--- config.mk ---
export PLATFORM = sky130hd
export DESIGN_NAME = flash_read_retry_sequencer
export DESIGN_NICKNAME = d
export VERILOG_FILES = /design/src/sv/frs_pkg.sv /design/src/sv/frs_regs.sv /design/src/sv/frs_engine.sv /design/src/sv/flash_read_retry_sequencer.sv
export SDC_FILE = /design/constraint.sdc
export NUM_CORES = 1
export LEC_CHECK = 0
export BUFFER_PORTS_ARGS = -buffer_cell sky130_fd_sc_hd__buf_2
export CAP_MARGIN = 15
export CORE_UTILIZATION = 56
export DETAILED_ROUTE_END_ITERATION = 10
export PLACE_DENSITY = 0.94
export SLEW_MARGIN = 20
export SYNTH_ARGS = -nofsm -noshare
export SYNTH_HDL_FRONTEND = slang
export SYNTH_HIERARCHICAL = 1
export SYNTH_SLANG_ARGS = --single-unit
--- constraint.sdc ---
create_clock -name clk -period 16.1 [get_ports clk]
set_input_delay 0.805 -clock clk [delete_from_list [all_inputs] [get_ports clk]]
set_output_delay 0.805 -clock clk [all_outputs]
set_load 0.02 [all_outputs]
--- src/sv/frs_pkg.sv ---
// Shared types and constants for the flash read retry sequencer.
package frs_pkg;

    // Field widths fixed by the interface.
    localparam int LINE_W    = 16;
    localparam int SPIN_W    = 17;
    localparam int ATT_W     = 3;
    localparam int STAT_W    = 3;
    localparam int WORD_W    = 32;
    localparam int NUM_WORDS = 4;
    localparam int PADDR_W   = 3;
    localparam int PDATA_W   = 32;

    // Configuration reset values.
    localparam logic [SPIN_W-1:0] SPIN_LIMIT_RST    = 17'd96000;
    localparam logic [ATT_W-1:0]  ATTEMPT_LIMIT_RST = 3'd3;

    // Register indexes on the configuration port.
    localparam logic REG_SPIN_LIMIT    = 1'b0;
    localparam logic REG_ATTEMPT_LIMIT = 1'b1;

    // Input operation codes.
    localparam logic OP_REQUEST = 1'b0;
    localparam logic OP_SAMPLE  = 1'b1;

    // Result kinds.
    localparam logic KIND_ISSUE = 1'b0;
    localparam logic KIND_DONE  = 1'b1;

    // Completion status codes.
    typedef enum logic [STAT_W-1:0] {
        ST_SUCCESS = 3'd0,
        ST_FAIL    = 3'd1,
        ST_NOTSUP  = 3'd2,
        ST_ECC     = 3'd3,
        ST_TIMEOUT = 3'd4
    } cmpl_code_t;

    typedef logic [NUM_WORDS-1:0][WORD_W-1:0] words_t;

    // Controller status sample carried by a beat.
    typedef struct packed {
        logic   done;
        logic   fail;
        logic   err;
        logic   ecc;
        words_t words;
    } sample_t;

    // Programmed limits.
    typedef struct packed {
        logic [SPIN_W-1:0] spin_limit;
        logic [ATT_W-1:0]  attempt_limit;
    } cfg_t;

    // One result beat.
    typedef struct packed {
        logic              kind;
        logic [LINE_W-1:0] start_line;
        cmpl_code_t        status;
        words_t            words;
    } result_t;

    // Engine status seen by the top level.
    typedef struct packed {
        logic busy;
        logic sticky_timeout;
    } eng_status_t;

endpackage

--- src/sv/frs_regs.sv ---
// APB configuration registers for the flash read retry sequencer.
module frs_regs (
    input  logic                         clk,
    input  logic                         rst_n,
    input  logic                         psel,
    input  logic                         penable,
    input  logic                         pwrite,
    input  logic [frs_pkg::PADDR_W-1:0]  paddr,
    input  logic [frs_pkg::PDATA_W-1:0]  pwdata,
    output logic [frs_pkg::PDATA_W-1:0]  prdata,
    output frs_pkg::cfg_t                cfg
);
    import frs_pkg::*;

    logic [SPIN_W-1:0] spin_limit_reg;
    logic [ATT_W-1:0]  attempt_limit_reg;
    logic              reg_index;
    logic              wr_en;

    // Registers sit at 4-byte spacing.
    assign reg_index = paddr[2];
    assign wr_en     = psel && penable && pwrite;

    // Register writes.
    always_ff @(posedge clk or negedge rst_n)
    begin
        if (!rst_n)
        begin
            spin_limit_reg    <= SPIN_LIMIT_RST;
            attempt_limit_reg <= ATTEMPT_LIMIT_RST;
        end
        else if (wr_en)
        begin
            unique case (reg_index)
                REG_SPIN_LIMIT:    spin_limit_reg    <= pwdata[SPIN_W-1:0];
                REG_ATTEMPT_LIMIT: attempt_limit_reg <= pwdata[ATT_W-1:0];
                default:           spin_limit_reg    <= spin_limit_reg;
            endcase
        end
    end

    // Read back.
    always_comb
    begin
        unique case (reg_index)
            REG_SPIN_LIMIT:    prdata = PDATA_W'(spin_limit_reg);
            REG_ATTEMPT_LIMIT: prdata = PDATA_W'(attempt_limit_reg);
            default:           prdata = '0;
        endcase
    end

    assign cfg.spin_limit    = spin_limit_reg;
    assign cfg.attempt_limit = attempt_limit_reg;

endmodule

--- src/sv/frs_engine.sv ---
// Per-beat decision logic and sequencer state for the flash read retry sequencer.
module frs_engine #(
    parameter int ADDR_BITS = 20
) (
    input  logic                  clk,
    input  logic                  rst_n,
    input  logic                  step_en,
    input  logic                  op,
    input  logic [ADDR_BITS-1:0]  address,
    input  frs_pkg::sample_t      sample,
    input  frs_pkg::cfg_t         cfg,
    output logic                  emit,
    output frs_pkg::result_t      result,
    output frs_pkg::eng_status_t  eng_status
);
    import frs_pkg::*;

    logic              busy_reg, busy_next;
    logic              sticky_reg, sticky_next;
    logic [ATT_W-1:0]  attempt_count_reg, attempt_count_next;
    logic [SPIN_W-1:0] spin_count_reg, spin_count_next;
    logic [LINE_W-1:0] pending_line_reg, pending_line_next;

    logic [ADDR_BITS-1:0] addr_shift;
    logic [LINE_W-1:0]    line_in;
    logic [SPIN_W-1:0]    spin_inc;
    cmpl_code_t           err_code;

    // Line index is the byte address over 16, kept to 16 bits.
    assign addr_shift = address >> 4;
    assign line_in    = LINE_W'(addr_shift);
    assign spin_inc   = spin_count_reg + SPIN_W'(1);

    // Error flags are checked fail first, then err, then ecc.
    always_comb
    begin
        priority if (sample.fail)
            err_code = ST_FAIL;
        else if (sample.err)
            err_code = ST_NOTSUP;
        else if (sample.ecc)
            err_code = ST_ECC;
        else
            err_code = ST_SUCCESS;
    end

    // Decision for the beat in the input register.
    always_comb
    begin
        busy_next          = busy_reg;
        sticky_next        = sticky_reg;
        attempt_count_next = attempt_count_reg;
        spin_count_next    = spin_count_reg;
        pending_line_next  = pending_line_reg;
        emit               = 1'b0;
        result             = '0;

        if (op == OP_REQUEST)
        begin
            if (!busy_reg)
            begin
                emit = 1'b1;
                if (sticky_reg)
                begin
                    result.kind   = KIND_DONE;
                    result.status = ST_TIMEOUT;
                end
                else
                begin
                    pending_line_next  = line_in;
                    busy_next          = 1'b1;
                    attempt_count_next = ATT_W'(1);
                    spin_count_next    = '0;
                    result.kind        = KIND_ISSUE;
                    result.start_line  = line_in;
                end
            end
        end
        else if (busy_reg)
        begin
            if (!sample.done)
            begin
                // Not done yet: count the spin and time out at the limit.
                if (spin_inc >= cfg.spin_limit)
                begin
                    sticky_next        = 1'b1;
                    busy_next          = 1'b0;
                    spin_count_next    = '0;
                    attempt_count_next = '0;
                    emit               = 1'b1;
                    result.kind        = KIND_DONE;
                    result.status      = ST_TIMEOUT;
                end
                else
                begin
                    spin_count_next = spin_inc;
                end
            end
            else if (err_code == ST_SUCCESS)
            begin
                busy_next          = 1'b0;
                spin_count_next    = '0;
                attempt_count_next = '0;
                emit               = 1'b1;
                result.kind        = KIND_DONE;
                result.status      = ST_SUCCESS;
                result.words       = sample.words;
            end
            else if (attempt_count_reg >= cfg.attempt_limit)
            begin
                busy_next          = 1'b0;
                spin_count_next    = '0;
                attempt_count_next = '0;
                emit               = 1'b1;
                result.kind        = KIND_DONE;
                result.status      = err_code;
            end
            else
            begin
                // Retry the same line.
                attempt_count_next = attempt_count_reg + ATT_W'(1);
                spin_count_next    = '0;
                emit               = 1'b1;
                result.kind        = KIND_ISSUE;
                result.start_line  = pending_line_reg;
            end
        end
    end

    // State update when the beat leaves the input register.
    always_ff @(posedge clk or negedge rst_n)
    begin
        if (!rst_n)
        begin
            busy_reg          <= 1'b0;
            sticky_reg        <= 1'b0;
            attempt_count_reg <= '0;
            spin_count_reg    <= '0;
            pending_line_reg  <= '0;
        end
        else if (step_en)
        begin
            busy_reg          <= busy_next;
            sticky_reg        <= sticky_next;
            attempt_count_reg <= attempt_count_next;
            spin_count_reg    <= spin_count_next;
            pending_line_reg  <= pending_line_next;
        end
    end

    assign eng_status.busy           = busy_reg;
    assign eng_status.sticky_timeout = sticky_reg;

endmodule

--- src/sv/flash_read_retry_sequencer.sv ---
// Flash read retry sequencer: input register, decision engine and result register.
// A beat accepted into the input register has its result loaded into the result register
// when the beat moves on, and that register drives out_valid.
// Throughput: one beat per cycle while the input side does not stall; the input register refills while a result waits.
// The input side stalls only when a beat that makes a result meets a full result register while out_ready is low.
// Reset (rst_n low, asynchronous) clears the state and loads spin_limit 96000, attempt_limit 3.
module flash_read_retry_sequencer #(
    parameter int ADDR_BITS = 20
) (
    input  logic                         clk,
    input  logic                         rst_n,
    input  logic                         psel,
    input  logic                         penable,
    input  logic                         pwrite,
    input  logic [frs_pkg::PADDR_W-1:0]  paddr,
    input  logic [frs_pkg::PDATA_W-1:0]  pwdata,
    output logic [frs_pkg::PDATA_W-1:0]  prdata,
    output logic                         pready,
    input  logic                         in_valid,
    output logic                         in_ready,
    input  logic                         op,
    input  logic [ADDR_BITS-1:0]         address,
    input  logic                         flag_done,
    input  logic                         flag_fail,
    input  logic                         flag_err,
    input  logic                         flag_ecc,
    input  logic [frs_pkg::WORD_W-1:0]   rd_word0,
    input  logic [frs_pkg::WORD_W-1:0]   rd_word1,
    input  logic [frs_pkg::WORD_W-1:0]   rd_word2,
    input  logic [frs_pkg::WORD_W-1:0]   rd_word3,
    output logic                         out_valid,
    input  logic                         out_ready,
    output logic                         kind,
    output logic [frs_pkg::LINE_W-1:0]   start_line,
    output logic [frs_pkg::STAT_W-1:0]   status,
    output logic [frs_pkg::WORD_W-1:0]   out_word0,
    output logic [frs_pkg::WORD_W-1:0]   out_word1,
    output logic [frs_pkg::WORD_W-1:0]   out_word2,
    output logic [frs_pkg::WORD_W-1:0]   out_word3
);
    import frs_pkg::*;

    cfg_t        cfg;
    eng_status_t eng_status;
    result_t     eng_result;
    logic        eng_emit;

    logic                 in_valid_reg;
    logic                 op_reg;
    logic [ADDR_BITS-1:0] address_reg;
    sample_t              sample_reg;
    logic                 out_valid_reg;
    result_t              result_reg;
    logic                 in_fire;
    logic                 advance;

    assign pready = 1'b1;

    frs_regs u_regs (
        .clk     (clk),
        .rst_n   (rst_n),
        .psel    (psel),
        .penable (penable),
        .pwrite  (pwrite),
        .paddr   (paddr),
        .pwdata  (pwdata),
        .prdata  (prdata),
        .cfg     (cfg)
    );

    // A held beat moves on unless it makes a result and the result register is blocked.
    assign advance  = in_valid_reg && (!eng_emit || !out_valid_reg || out_ready);
    assign in_ready = !in_valid_reg || advance;
    assign in_fire  = in_valid && in_ready;

    // Input register control.
    always_ff @(posedge clk or negedge rst_n)
    begin
        if (!rst_n)
            in_valid_reg <= 1'b0;
        else if (in_fire)
            in_valid_reg <= 1'b1;
        else if (advance)
            in_valid_reg <= 1'b0;
    end

    // Input register payload.
    always_ff @(posedge clk)
    begin
        if (in_fire)
        begin
            op_reg                <= op;
            address_reg           <= address;
            sample_reg.done       <= flag_done;
            sample_reg.fail       <= flag_fail;
            sample_reg.err        <= flag_err;
            sample_reg.ecc        <= flag_ecc;
            sample_reg.words[0]   <= rd_word0;
            sample_reg.words[1]   <= rd_word1;
            sample_reg.words[2]   <= rd_word2;
            sample_reg.words[3]   <= rd_word3;
        end
    end

    frs_engine #(
        .ADDR_BITS (ADDR_BITS)
    ) u_engine (
        .clk        (clk),
        .rst_n      (rst_n),
        .step_en    (advance),
        .op         (op_reg),
        .address    (address_reg),
        .sample     (sample_reg),
        .cfg        (cfg),
        .emit       (eng_emit),
        .result     (eng_result),
        .eng_status (eng_status)
    );

    // Result register control.
    always_ff @(posedge clk or negedge rst_n)
    begin
        if (!rst_n)
            out_valid_reg <= 1'b0;
        else if (advance && eng_emit)
            out_valid_reg <= 1'b1;
        else if (out_ready)
            out_valid_reg <= 1'b0;
    end

    // Result register payload.
    always_ff @(posedge clk)
    begin
        if (advance && eng_emit)
            result_reg <= eng_result;
    end

    assign out_valid  = out_valid_reg;
    assign kind       = result_reg.kind;
    assign start_line = result_reg.start_line;
    assign status     = STAT_W'(result_reg.status);
    assign out_word0  = result_reg.words[0];
    assign out_word1  = result_reg.words[1];
    assign out_word2  = result_reg.words[2];
    assign out_word3  = result_reg.words[3];

    // The sticky timeout only clears through reset.
    assert property (@(posedge clk) disable iff (!rst_n)
        eng_status.sticky_timeout |=> eng_status.sticky_timeout)
        else $error("sticky timeout cleared outside reset");

    // An issued command leaves the sequencer busy.
    assert property (@(posedge clk) disable iff (!rst_n)
        advance && eng_emit && (eng_result.kind == KIND_ISSUE) |=> eng_status.busy)
        else $error("issued command without busy state");

    // A held beat stalls only behind a blocked result.
    assert property (@(posedge clk) disable iff (!rst_n)
        in_valid_reg && !advance |-> eng_emit && out_valid_reg && !out_ready)
        else $error("input beat stalled without a blocked result");

    // A loaded result is offered in the next cycle.
    assert property (@(posedge clk) disable iff (!rst_n)
        advance && eng_emit |=> out_valid_reg)
        else $error("result beat lost");

endmodule

* After elaboration in Yosys (flattened, before gate mapping)
Index checks and enable logic that the tools add are counted.
Storage, ports and cells: register bits after elaboration 361, input port bits 195, word-level logic and storage cells 113
Cells by class: $add $sub $neg 2, order comparisons 2, eq/ne operators 4, multiplexer cells 53, bitwise gates (word level) 5, reductions and logical operators 21
Operators by type and width (count):
- 2-to-1 mux 128 bit | 2
- 2-to-1 mux 148 bit | 1
- 2-to-1 mux 17 bit | 6
- 2-to-1 mux 16 bit | 4
- case mux 32 bit (2 select lines) | 1
- 2-to-1 mux 3 bit | 15
- 2-to-1 mux 20 bit | 2
- 2-to-1 mux 1 bit | 21
- adder 17 x 1 -> 17 bit (second input constant) | 1
- >= comparator 17 bit | 1
- AND reduction 4 bit | 3
- AND reduction 5 bit | 2
- logical AND 1 bit | 5
- inverter 1 bit | 5
- != test 2 bit (second input constant) | 2
- AND reduction 2 bit | 2
- nonzero test 2 bit | 2
- adder 3 x 1 -> 3 bit (second input constant) | 1
- >= comparator 3 bit | 1
- logical NOT 1 bit | 3
- logical NOT 3 bit | 1
- logical OR 1 bit | 3
- != test 3 bit (second input constant) | 1
- 2-to-1 mux 2 bit | 1
- != test 2 x 1 -> 1 bit (second input constant) | 1

* Depth between registers and ports, before layout
Gate-level depths: netlist (run 1).
depth in word-level cells 13, gate-level depth with buffers 18, mapped depth without buffers 18

* Hierarchy
Netlist (run 1), hierarchy kept.
By module, submodules not included:
- flash_read_retry_sequencer | instances 1, cells an instance 313, area an instance 9171.3 um2, seq. area each 9088.7 um2
- frs_engine | instances 1, cells an instance 416, area an instance 3637.2 um2, seq. area each 950.9 um2
- frs_regs | instances 1, cells an instance 78, area an instance 1068.5 um2, seq. area each 511.7 um2

* Worst setup path before layout (run 1)
Ideal clock, no wire load.
path type register to register, start reg u_engine.spin_count_reg[0], end reg result_reg, in the netlist kind (enable), setup time 657 ps, arrival 8791 ps, required time 15443 ps, slack 6652 ps, stages on the path, launching flop included 14, buffers on the path 0, clock period less this slack 9448 ps, cell sequence dfrtp_1 > ha_1 > nand3_2 > nor2_2 > and4_1 > xor2_1 > ha_1 > nand4_2 > nor4_4 > nand2_1 > nand3_1 > a21o_1 > nand2_1 > nor2_1
Between the ends: longest elaborated chain between the ends 11
RTL lines:
- start: declaration | line frs_engine.sv:21 | logic [SPIN_W-1:0] spin_count_reg, spin_count_next;
- start signal: assignment | line frs_engine.sv:146 | spin_count_reg <= spin_count_next;
- adder 17 x 1 -> 17 bit * | line frs_engine.sv:32 | assign spin_inc = spin_count_reg + SPIN_W'(1);
- >= comparator 17 bit * | line frs_engine.sv:84 | if (spin_inc >= cfg.spin_limit)
- 2-to-1 mux 1 bit * | line frs_engine.sv:84
- 2-to-1 mux 1 bit * | line frs_engine.sv:81 | if (!sample.done)
- 2-to-1 mux 1 bit * | line frs_engine.sv:79 | else if (busy_reg)
- 2-to-1 mux 1 bit * | line frs_engine.sv:58 | if (op == OP_REQUEST)
- net eng_emit | line flash_read_retry_sequencer.sv:46 | logic eng_emit;
- logical NOT 1 bit | line flash_read_retry_sequencer.sv:72 | assign advance = in_valid_reg && (!eng_emit || !out_valid_reg || out_ready);
- logical OR 1 bit (2 in series) | line flash_read_retry_sequencer.sv:72
- logical AND 1 bit | line flash_read_retry_sequencer.sv:72
- logical AND 1 bit * | line flash_read_retry_sequencer.sv:134 | if (advance && eng_emit)
- end signal: assignment | line flash_read_retry_sequencer.sv:135 | result_reg <= eng_result;
- end: declaration | line flash_read_retry_sequencer.sv:53 | result_t result_reg;
The timed path passes the listed nets; every way through them passes the cells marked *. A chain may end at the register's enable or synchronous reset.

* Worst setup path in the final report (run 1)
start reg u_engine.spin_count_reg[0], end reg u_engine.spin_count_reg[4]
Between the ends: longest elaborated chain between the ends 11, elaborated cells between the ends (all ways) 15, those cells by class 1 x add/sub; 1 x order compare; 8 x mux; 5 x reduce/logical
RTL lines:
- adder 17 x 1 -> 17 bit | line frs_engine.sv:32
- >= comparator 17 bit | line frs_engine.sv:84
- 2-to-1 mux 1 bit | line frs_engine.sv:84
- 2-to-1 mux 1 bit | line frs_engine.sv:81
- 2-to-1 mux 1 bit | line frs_engine.sv:79
- 2-to-1 mux 1 bit | line frs_engine.sv:58
- net eng_emit | line flash_read_retry_sequencer.sv:46
- logical NOT 1 bit | line flash_read_retry_sequencer.sv:72
- logical OR 1 bit (2 in series) | line flash_read_retry_sequencer.sv:72
- logical AND 1 bit | line flash_read_retry_sequencer.sv:72
- net advance | line flash_read_retry_sequencer.sv:55 | logic advance;
- AND reduction 4 bit (no source line)
The timed path passes the listed nets, and every way through them passes these cells. The select of a mux whose other input is x is not followed.

==> results.yml, run 1 <==
setup_path:
  end_kind: "register"
  startpoint_type: "register"
  rr_startpoint: "u_engine/spin_count_reg[0]$_DFFE_PN0P_"
  critPathArrivalTime_ps: 5930
  rr_worst_depth: 17
  crit_slowest_cell: "a21boi_0"
  cp_max_fo: 19
  max_stage_delay_ps: 660
  required_ps: 16510
  r2r_setup_slack_ps: 10580
  r2r-end: "u_engine/spin_count_reg[4]$_DFFE_PN0P_"
  crit_chain: "ha_1 > nand3_2 > nor2_2 > and4_1 > xor2_1 > ha_1 > a21oi_1 > o21a_1 > o221ai_1 > a21oi_4 > nand3_1 > a21o_1 > a21boi_0 > nand3_1 > a21oi_2 > nand2_1 > o22ai_1"
  worst-setup-path-type: "register to register"
cts:
  insertion_delay_ps: 520
  cts-buffers-inserted: 36
  cts.sinks: 357
  htreeDepth: 2
  postCtsHoldBufs: 0
  cts_setup_buffers: 0
  cts_resized: 0
  clkTransAtPathRegs_ps: 60
  tritoncts: "built"
  cts-root-buf: "clkbuf_16"
  cts_buffer_depth: 3
final_layout:
  areaGrowthSynthToFinish_pct: 22.7
  largest_reg_flops: 132
  nets: 1372
  multi_input_comb_area_mm2: 0.00298
  fin_util: 0.710
  ff_latch_area_mm2: 0.0104
  fillCellCount: 1443
  mostFrequentLayoutCells: "340 x buf_2, 297 x edfxtp_1, 131 x and2_1, 51 x dfrtp_1, 36 x clkbuf_16"
  drive_gt1_frac: 0.393
  layout.cells.non_filler: 1507
  final_common_cell: "buf_2"
floorplan:
  dieArea_mm2: 0.0252
  die_w_um: 159
  core-area_mm2: 0.0238
  ioPinCount: 378
  row_count: 56
  start_util: 0.579
  die_h_um: 159
sta:
  fin_worst_skew_ps: 25.8
  rsz0062_at_grt: "no"
  finalWorstSetupSlack_ps: 10580
  max_freq_ghz: 0.181
  maxSlewHeadroom: 0.264
  worst_pin_slew_ps: 1100
  slew_violations: 0
  tns_ps: 0
  fin_crit_ps: 5520
  final-hold-violation-count: 0
  setup_viol: 0
  post-route-period-util: 0.343
routing:
  routed_via_density: 5.20
  num_vias: 7839
  ant_nets: 0
  detail_route.first_pass.iterations: 5
  routed_wl_um: 28300
  drcViolationCount: 0
  drtIter0Drc: 558
  wl_per_cell_um: 18.8
outcome:
  status: "completed"
synth:
  synth_warnings: 6
  synth_area_mm2: 0.0137
  syn_inst: 801
  syn_area_per_cell_um2: 17.2
place:
  placed_cells: 1436
  placement.io_buffers: 340
  pre_cts_slack_ps: 10440
  place_congestion: 0.825
  hpwlAfterDp_um: 19500
pwr:
  peakVddDrop_uv: 120
  power_frac_clock: 0.348
  p_int_mw: 1.75
  switchingPower_uw: 609
  netSwitchingFraction: 0.257
  p_leak_nw: 6.99
  seqPwrFrac: 0.505
  comb_power_share: 0.147
  p_per_area_mw_per_mm2: 140
min_path:
  min_path_cells: 1
  min-delay-start: "rd_word3[5]"
  min_to: "sample_reg[101]$_DFFE_PP_"
  hp-class: "input port to register"
global_routing:
  grt_max_degree: 129
  gr-usage-all-layers: 0.217
  gr-total-overflow: 0
  antenna_found_initial: 6
  grt_pass1_wl_um: 40700
  grt_pass1_vias: 7534
job:
  drv_cap: 0
power groups by stage:
stage / Clock [mW] / Sequential, mW / Combinational [mW]
3_5_place_dp: 0 / 1.21 / 0.349
5_1_grt: 0.872 / 1.21 / 0.379
2_1_floorplan: 0 / 1.27 / 0.179
3_3_place_gp: 0 / 1.20 / 0.337
4_1_cts: 0.837 / 1.19 / 0.351
6_report: 0.822 / 1.19 / 0.348
worst max-delay path: cells and delay by family, from the launching register on:
kind            cells  cell delay, ps
compound gates      8            2690
flops               1             450
fa+ha+maj           2             590
xor+xnor            1             260
simple gates        6            1410
metal layers:
metal / wire, um / GRT usage / vias up / part of all wire
met5: 0 / 0 / - / 0
met4: 848 / 0.0801 / 0 / 0.030
met3: 2090 / 0.0487 / 70 / 0.074
met2: 15300 / 0.395 / 359 / 0.54
met1: 10100 / 0.249 / 3795 / 0.36
li1: - / - / 3615 / -
worst max path at each step:
stage / from / depth (start not counted) / endpoint
after floorplan: u_engine/spin_count_reg[0]$_DFFE_PN0P_ / 13 / kind$_DFFE_PP_
after global routing: u_engine/spin_count_reg[0]$_DFFE_PN0P_ / 15 / sample_reg[60]$_DFFE_PP_
after global placement: u_engine/spin_count_reg[0]$_DFFE_PN0P_ / 15 / sample_reg[53]$_DFFE_PP_
after detailed placement: u_engine/spin_count_reg[0]$_DFFE_PN0P_ / 15 / sample_reg[79]$_DFFE_PP_
after CTS: u_engine/spin_count_reg[0]$_DFFE_PN0P_ / 15 / sample_reg[60]$_DFFE_PP_
final: u_engine/spin_count_reg[0]$_DFFE_PN0P_ / 17 / u_engine/spin_count_reg[4]$_DFFE_PN0P_
metrics by stage:
step                cell area, um^2  total power [mW]  hold WS (ps)
floorplan                     13800              1.45           459
global placement              15700              1.54           468
detailed placement            15700              1.56           477
CTS                           16800              2.38           437
global route                  16800              2.46           432
finish                        16900              2.36           456
final cells by class:
cell class | count | share of cell area
clock inverter | 21 | 0.0143
tap | 319 | 0.0237
antenna | 7 | 0.00104
inverter | 30 | 0.00668
timing repair buffer | 344 | 0.103
clock buffer | 43 | 0.0556
multi-input combinational | 386 | 0.177
sequential | 357 | 0.619
Power figures use the tool's default switching activity.
==> run 2: changes to the inputs <==
--- a/config.mk
+++ b/config.mk
@@ -7,9 +7,9 @@
 export LEC_CHECK = 0
 export BUFFER_PORTS_ARGS = -buffer_cell sky130_fd_sc_hd__buf_2
 export CAP_MARGIN = 15
-export CORE_UTILIZATION = 56
+export CORE_UTILIZATION = 52
 export DETAILED_ROUTE_END_ITERATION = 10
-export PLACE_DENSITY = 0.94
+export PLACE_DENSITY = 0.89
 export SLEW_MARGIN = 20
 export SYNTH_ARGS = -nofsm -noshare
 export SYNTH_HDL_FRONTEND = slang
==> constraint.sdc (replaced) <==
create_clock -name clk -period 5.2 [get_ports clk]
set_input_delay 0.26 -clock clk [delete_from_list [all_inputs] [get_ports clk]]
set_output_delay 0.26 -clock clk [all_outputs]
set_load 0.02 [all_outputs]
==> run 2 against run 1 <==
Compared with the run above: register-to-register slack lost 9800 ps; via count grew 13%; flip-flop and latch count is the same; cell count grew 13%; routed wire length grew 23%; core utilization grew 1.1 points; critical path depth shrank 1; critical endpoint is now u_engine/pending_line_reg[12]$_DFFE_PN0P_; largest cell class unchanged; largest power group unchanged.
==> results.yml, run 2 (synthesis gave the netlist of run 1 again) <==
job:
  drv_cap: 0
cts:
  tritoncts: "built"
  cts_resized: 0
  cts_buffer_depth: 3
  clkTransAtPathRegs_ps: 60
  cts-buffers-inserted: 36
  cts-root-buf: "clkbuf_16"
  cts_setup_buffers: 0
  htreeDepth: 2
  insertion_delay_ps: 530
  cts.sinks: 357
  postCtsHoldBufs: 168
global_routing:
  grt_max_degree: 129
  gr-total-overflow: 0
  grt_pass1_vias: 8870
  grt_pass1_wl_um: 49200
  gr-usage-all-layers: 0.246
  antenna_found_initial: 3
setup_path:
  worst-setup-path-type: "register to register"
  rr_worst_depth: 16
  required_ps: 5580
  startpoint_type: "register"
  cp_max_fo: 16
  critPathArrivalTime_ps: 4810
  end_kind: "register"
place:
  place_congestion: 0.867
  hpwlAfterDp_um: 20600
  placement.io_buffers: 340
  pre_cts_slack_ps: 808
floorplan:
  row_count: 59
  die_w_um: 165
  dieArea_mm2: 0.0271
  start_util: 0.529
  die_h_um: 165
  ioPinCount: 378
  core-area_mm2: 0.0260
final_layout:
  fillCellCount: 1521
  areaGrowthSynthToFinish_pct: 36.2
  drive_gt1_frac: 0.353
  nets: 1555
  largest_reg_flops: 132
  mostFrequentLayoutCells: "340 x buf_2, 297 x edfxtp_1, 168 x dlygate4sd3_1, 131 x and2_1, 51 x dfrtp_1"
  final_common_cell: "buf_2"
sta:
  max_freq_ghz: 0.226
  maxSlewHeadroom: 0.473
  post-route-period-util: 0.850
  final-hold-violation-count: 0
  fin_crit_ps: 4420
  tns_ps: 0
  fin_worst_skew_ps: 25.1
  slew_violations: 0
  finalWorstSetupSlack_ps: 779
  setup_viol: 0
  rsz0062_at_grt: "no"
  worst_pin_slew_ps: 787
routing:
  num_vias: 8852
  ant_nets: 0
  routed_wl_um: 34900
  routed_via_density: 5.19
  wl_per_cell_um: 20.5
  drcViolationCount: 0
  detail_route.first_pass.iterations: 5
  drtIter0Drc: 701
outcome:
  status: "completed"
pwr:
  peakVddDrop_uv: 392
  p_per_area_mw_per_mm2: 397
  p_leak_nw: 7.82
min_path:
  min_path_cells: 3
  hp-class: "input port to register"
run 2: changes by cell type in the layout (fill, tap and decap cells not counted), moves of 2 or more:
cell	before	now
clkinv_1	4	7
diode_2	7	3
clkinv_2	6	8
dlygate4sd3_1	0	168
buf_4	3	14
buf_12	0	4
run 2: where the power goes:
| part | total (mW) | switching [mW] | internal, mW |
|---|---|---|---|
| logic | 1.19 | 0.695 | 0.493 |
| registers | 3.68 | 0.168 | 3.51 |
| clock network | 2.56 | 1.11 | 1.45 |
run 2: cell type report:
type | instances | area, um^2 | share of cell area
Tap cell | 335 | 419 | 0.0224
Multi-Input combinational cell | 386 | 3000 | 0.160
Clock inverter | 23 | 216 | 0.0116
Sequential cell | 357 | 10400 | 0.557
Inverter | 30 | 113 | 0.00602
Timing Repair Buffer | 527 | 3600 | 0.192
Clock buffer | 43 | 937 | 0.0501
Antenna cell | 3 | 7.51 | 0.000401
run 2: stage by stage:
stage | utilization | power (mW) | instance area [um^2] | hold WS [ps] | std cells
2_1_floorplan | - | 4.47 | 13800 | -35.6 | 815
3_3_place_gp | 0.610 | 4.73 | 15900 | 436 | 1466
3_5_place_dp | 0.610 | 4.79 | 15900 | 438 | 1466
4_1_cts | 0.719 | 7.41 | 18700 | 81.2 | 1700
5_1_grt | 0.720 | 7.69 | 18700 | 106 | 1704
6_report | 0.720 | 7.43 | 18700 | 105 | 1704
run 2: path summary, 6_finish.rpt:
check | to | start | slack (ps)
max reg2reg | u_engine/pending_line_reg[12]$_DFFE_PN0P_ | u_engine/spin_count_reg[0]$_DFFE_PN0P_ | 780
min in group asynchronous | u_regs/spin_limit_reg[11]$_DFFE_PN0P_ | rst_n | 450
max | u_engine/pending_line_reg[12]$_DFFE_PN0P_ | u_engine/spin_count_reg[0]$_DFFE_PN0P_ | 780
max in group asynchronous | u_engine/pending_line_reg[6]$_DFFE_PN0P_ | rst_n | 4240
min | out_valid$_DFFE_PN0P_ | out_ready | 110
min reg2reg | u_engine/pending_line_reg[0]$_DFFE_PN0P_ | u_engine/pending_line_reg[0]$_DFFE_PN0P_ | 490
run 2: per-layer routing:
metal / share of wire / track usage
met1: 0.35 / 0.274
met2: 0.54 / 0.452
met3: 0.069 / 0.0507
met4: 0.039 / 0.106
met5: 0 / 0
run 2: critical path, cell delays in order (launching register included):
cell      delay, ps
dfrtp_1         440
ha_2            260
nand3_2         150
nor2_4          200
nand4_1         200
xnor2_1         270
ha_1            300
a21o_1          170
a21oi_1         140
o221ai_1        180
a21oi_4         180
nand3_2         150
a21o_1          260
a21boi_0        170
buf_4           170
and2_1          640
mux2_1          410
==> run 3: changes to the inputs <==
--- a/config.mk
+++ b/config.mk
@@ -7,9 +7,9 @@
 export LEC_CHECK = 0
 export BUFFER_PORTS_ARGS = -buffer_cell sky130_fd_sc_hd__buf_2
 export CAP_MARGIN = 15
-export CORE_UTILIZATION = 52
+export CORE_UTILIZATION = 45
 export DETAILED_ROUTE_END_ITERATION = 10
-export PLACE_DENSITY = 0.89
+export PLACE_DENSITY = 0.8
 export SLEW_MARGIN = 20
 export SYNTH_ARGS = -nofsm -noshare
 export SYNTH_HDL_FRONTEND = slang
==> run 3 against run 2 <==
Compared with the run above: worst hold slack improved by 0.88 ps; sequential power about the same; global-route usage decreased by 4.5 points; via count decreased by 3.2%; flip-flop and latch count unchanged; fmax increased by 8.1%; cell count increased by 3.2%; worst setup slack improved by 330 ps; routed wire length decreased by 8.0%; first-iteration DRC count decreased by 34%; largest cell class unchanged.
==> results.yml, run 3 (synthesis gave the netlist of run 1 again) <==
outcome:
  status: "completed"
global_routing:
  grt_max_degree: 129
  gr-usage-all-layers: 0.201
  gr-total-overflow: 0
  grt_pass1_wl_um: 47800
  antenna_found_initial: 3
  grt_pass1_vias: 8942
routing:
  ant_nets: 0
  num_vias: 8568
  wl_per_cell_um: 18.2
  routed_via_density: 4.87
  routed_wl_um: 32100
  drtIter0Drc: 460
  drcViolationCount: 0
  detail_route.first_pass.iterations: 5
setup_path:
  critPathArrivalTime_ps: 4290
  r2r-end: "sample_reg[43]$_DFFE_PP_"
  startpoint_type: "register"
  rr_startpoint: "u_engine/spin_count_reg[0]$_DFFE_PN0P_"
  worst-setup-path-type: "register to register"
  required_ps: 5400
  rr_worst_depth: 15
  cp_max_fo: 22
  r2r_setup_slack_ps: 1110
  end_kind: "register"
floorplan:
  dieArea_mm2: 0.0312
  start_util: 0.460
  ioPinCount: 378
  core-area_mm2: 0.0299
  row_count: 63
  die_h_um: 177
  die_w_um: 177
cts:
  htreeDepth: 2
  insertion_delay_ps: 530
  cts-buffers-inserted: 38
  cts_buffer_depth: 3
  cts_resized: 0
  cts.sinks: 357
  clkTransAtPathRegs_ps: 60
  cts-root-buf: "clkbuf_16"
  tritoncts: "built"
final_layout:
  largest_reg_flops: 132
  areaGrowthSynthToFinish_pct: 37.3
  final_common_cell: "buf_2"
  drive_gt1_frac: 0.357
  mostFrequentLayoutCells: "340 x buf_2, 297 x edfxtp_1, 168 x dlygate4sd3_1, 131 x and2_1, 51 x dfrtp_1"
  nets: 1554
sta:
  rsz0062_at_grt: "no"
  maxSlewHeadroom: 0.468
  setup_viol: 0
  slew_violations: 0
  fin_worst_skew_ps: 28.5
  worst_pin_slew_ps: 798
  tns_ps: 0
  post-route-period-util: 0.787
  fin_crit_ps: 4090
  max_freq_ghz: 0.244
  finalWorstSetupSlack_ps: 1110
  final-hold-violation-count: 0
pwr:
  comb_power_share: 0.156
  p_leak_nw: 7.86
  netSwitchingFraction: 0.260
  switchingPower_mw: 1.95
  p_int_mw: 5.55
  power_frac_clock: 0.355
  p_per_area_mw_per_mm2: 397
  peakVddDrop_uv: 327
  seqPwrFrac: 0.489
min_path:
  min_to: "out_valid$_DFFE_PN0P_"
  min_path_cells: 3
  min-delay-start: "out_ready"
  hp-class: "input port to register"
job:
  drv_cap: 0
place:
  hpwlAfterDp_um: 19700
  placement.io_buffers: 340
  place_congestion: 0.835
  pre_cts_slack_ps: 1110
==> run 3: area by class of cell <==
cell class,instances,area [um^2]
Sequential cell,357,10400
Inverter,30,113
Fill cell,2086,11000
Tap cell,390,488
Clock buffer,43,1000
Timing Repair Buffer,524,3590
Clock inverter,26,249
Antenna cell,3,7.51
Multi-Input combinational cell,386,3000
==> run 3: critical path: stages, from the launching register on <==
cell,delay (ps)
dfrtp_1,440
ha_2,260
nand3_2,150
nor2_4,200
nand4_1,200
xnor2_1,240
ha_1,290
a21o_1,160
a21oi_1,140
o221ai_1,190
a21oi_4,180
nand3_2,140
a21o_1,260
nand4b_4,130
and2_4,400
buf_4,390
==> run 3: power by group through the flow <==
stage / Clock, mW / Sequential (mW) / Combinational [mW]
3_5_place_dp: 0 / 3.72 / 1.07
6_report: 2.66 / 3.67 / 1.17
4_1_cts: 2.71 / 3.66 / 1.18
2_1_floorplan: 0 / 3.91 / 0.560
3_3_place_gp: 0 / 3.70 / 1.04
5_1_grt: 2.83 / 3.71 / 1.27
==> run 3: per-stage QoR <==
stage,util,cell area [um^2],hold WS (ps),total power [mW],std cells
global route,0.632,18900,91.0,7.80,1759
finish,0.632,18900,106,7.50,1759
CTS,0.631,18800,80.0,7.54,1755
detailed placement,0.533,15900,438,4.78,1518
floorplan,-,13800,-35.6,4.47,815
global placement,0.533,15900,436,4.74,1518
==> run 3: timing repair <==
action	4_1_cts	5_1_grt
hold buffers	168	0
hold endpoints to repair	221	0
setup buffers	0	0
==> run 3: worst max path at each step <==
stage                                                      start                                        end  slack [ps]  cells past startpoint
final                     u_engine/spin_count_reg[0]$_DFFE_PN0P_                   sample_reg[43]$_DFFE_PP_        1110                     15
after global routing      u_engine/spin_count_reg[0]$_DFFE_PN0P_  u_engine/attempt_count_reg[2]$_DFFE_PN0P_         640                     17
after CTS                 u_engine/spin_count_reg[0]$_DFFE_PN0P_  u_engine/attempt_count_reg[2]$_DFFE_PN0P_        1050                     17
after detailed placement  u_engine/spin_count_reg[0]$_DFFE_PN0P_  u_engine/attempt_count_reg[2]$_DFFE_PN0P_        1110                     17
after global placement    u_engine/spin_count_reg[0]$_DFFE_PN0P_  u_engine/attempt_count_reg[2]$_DFFE_PN0P_        1120                     17
after floorplan           u_engine/spin_count_reg[0]$_DFFE_PN0P_                             kind$_DFFE_PP_          60                     14
==> run 3: layer usage <==
metal | global-route usage | share of wire | vias up
met2 | 0.361 | 0.52 | 329
met4 | 0.0801 | 0.033 | 0
met5 | 0 | 0 | -
met1 | 0.236 | 0.38 | 4179
met3 | 0.0389 | 0.061 | 79
li1 | - | - | 3981
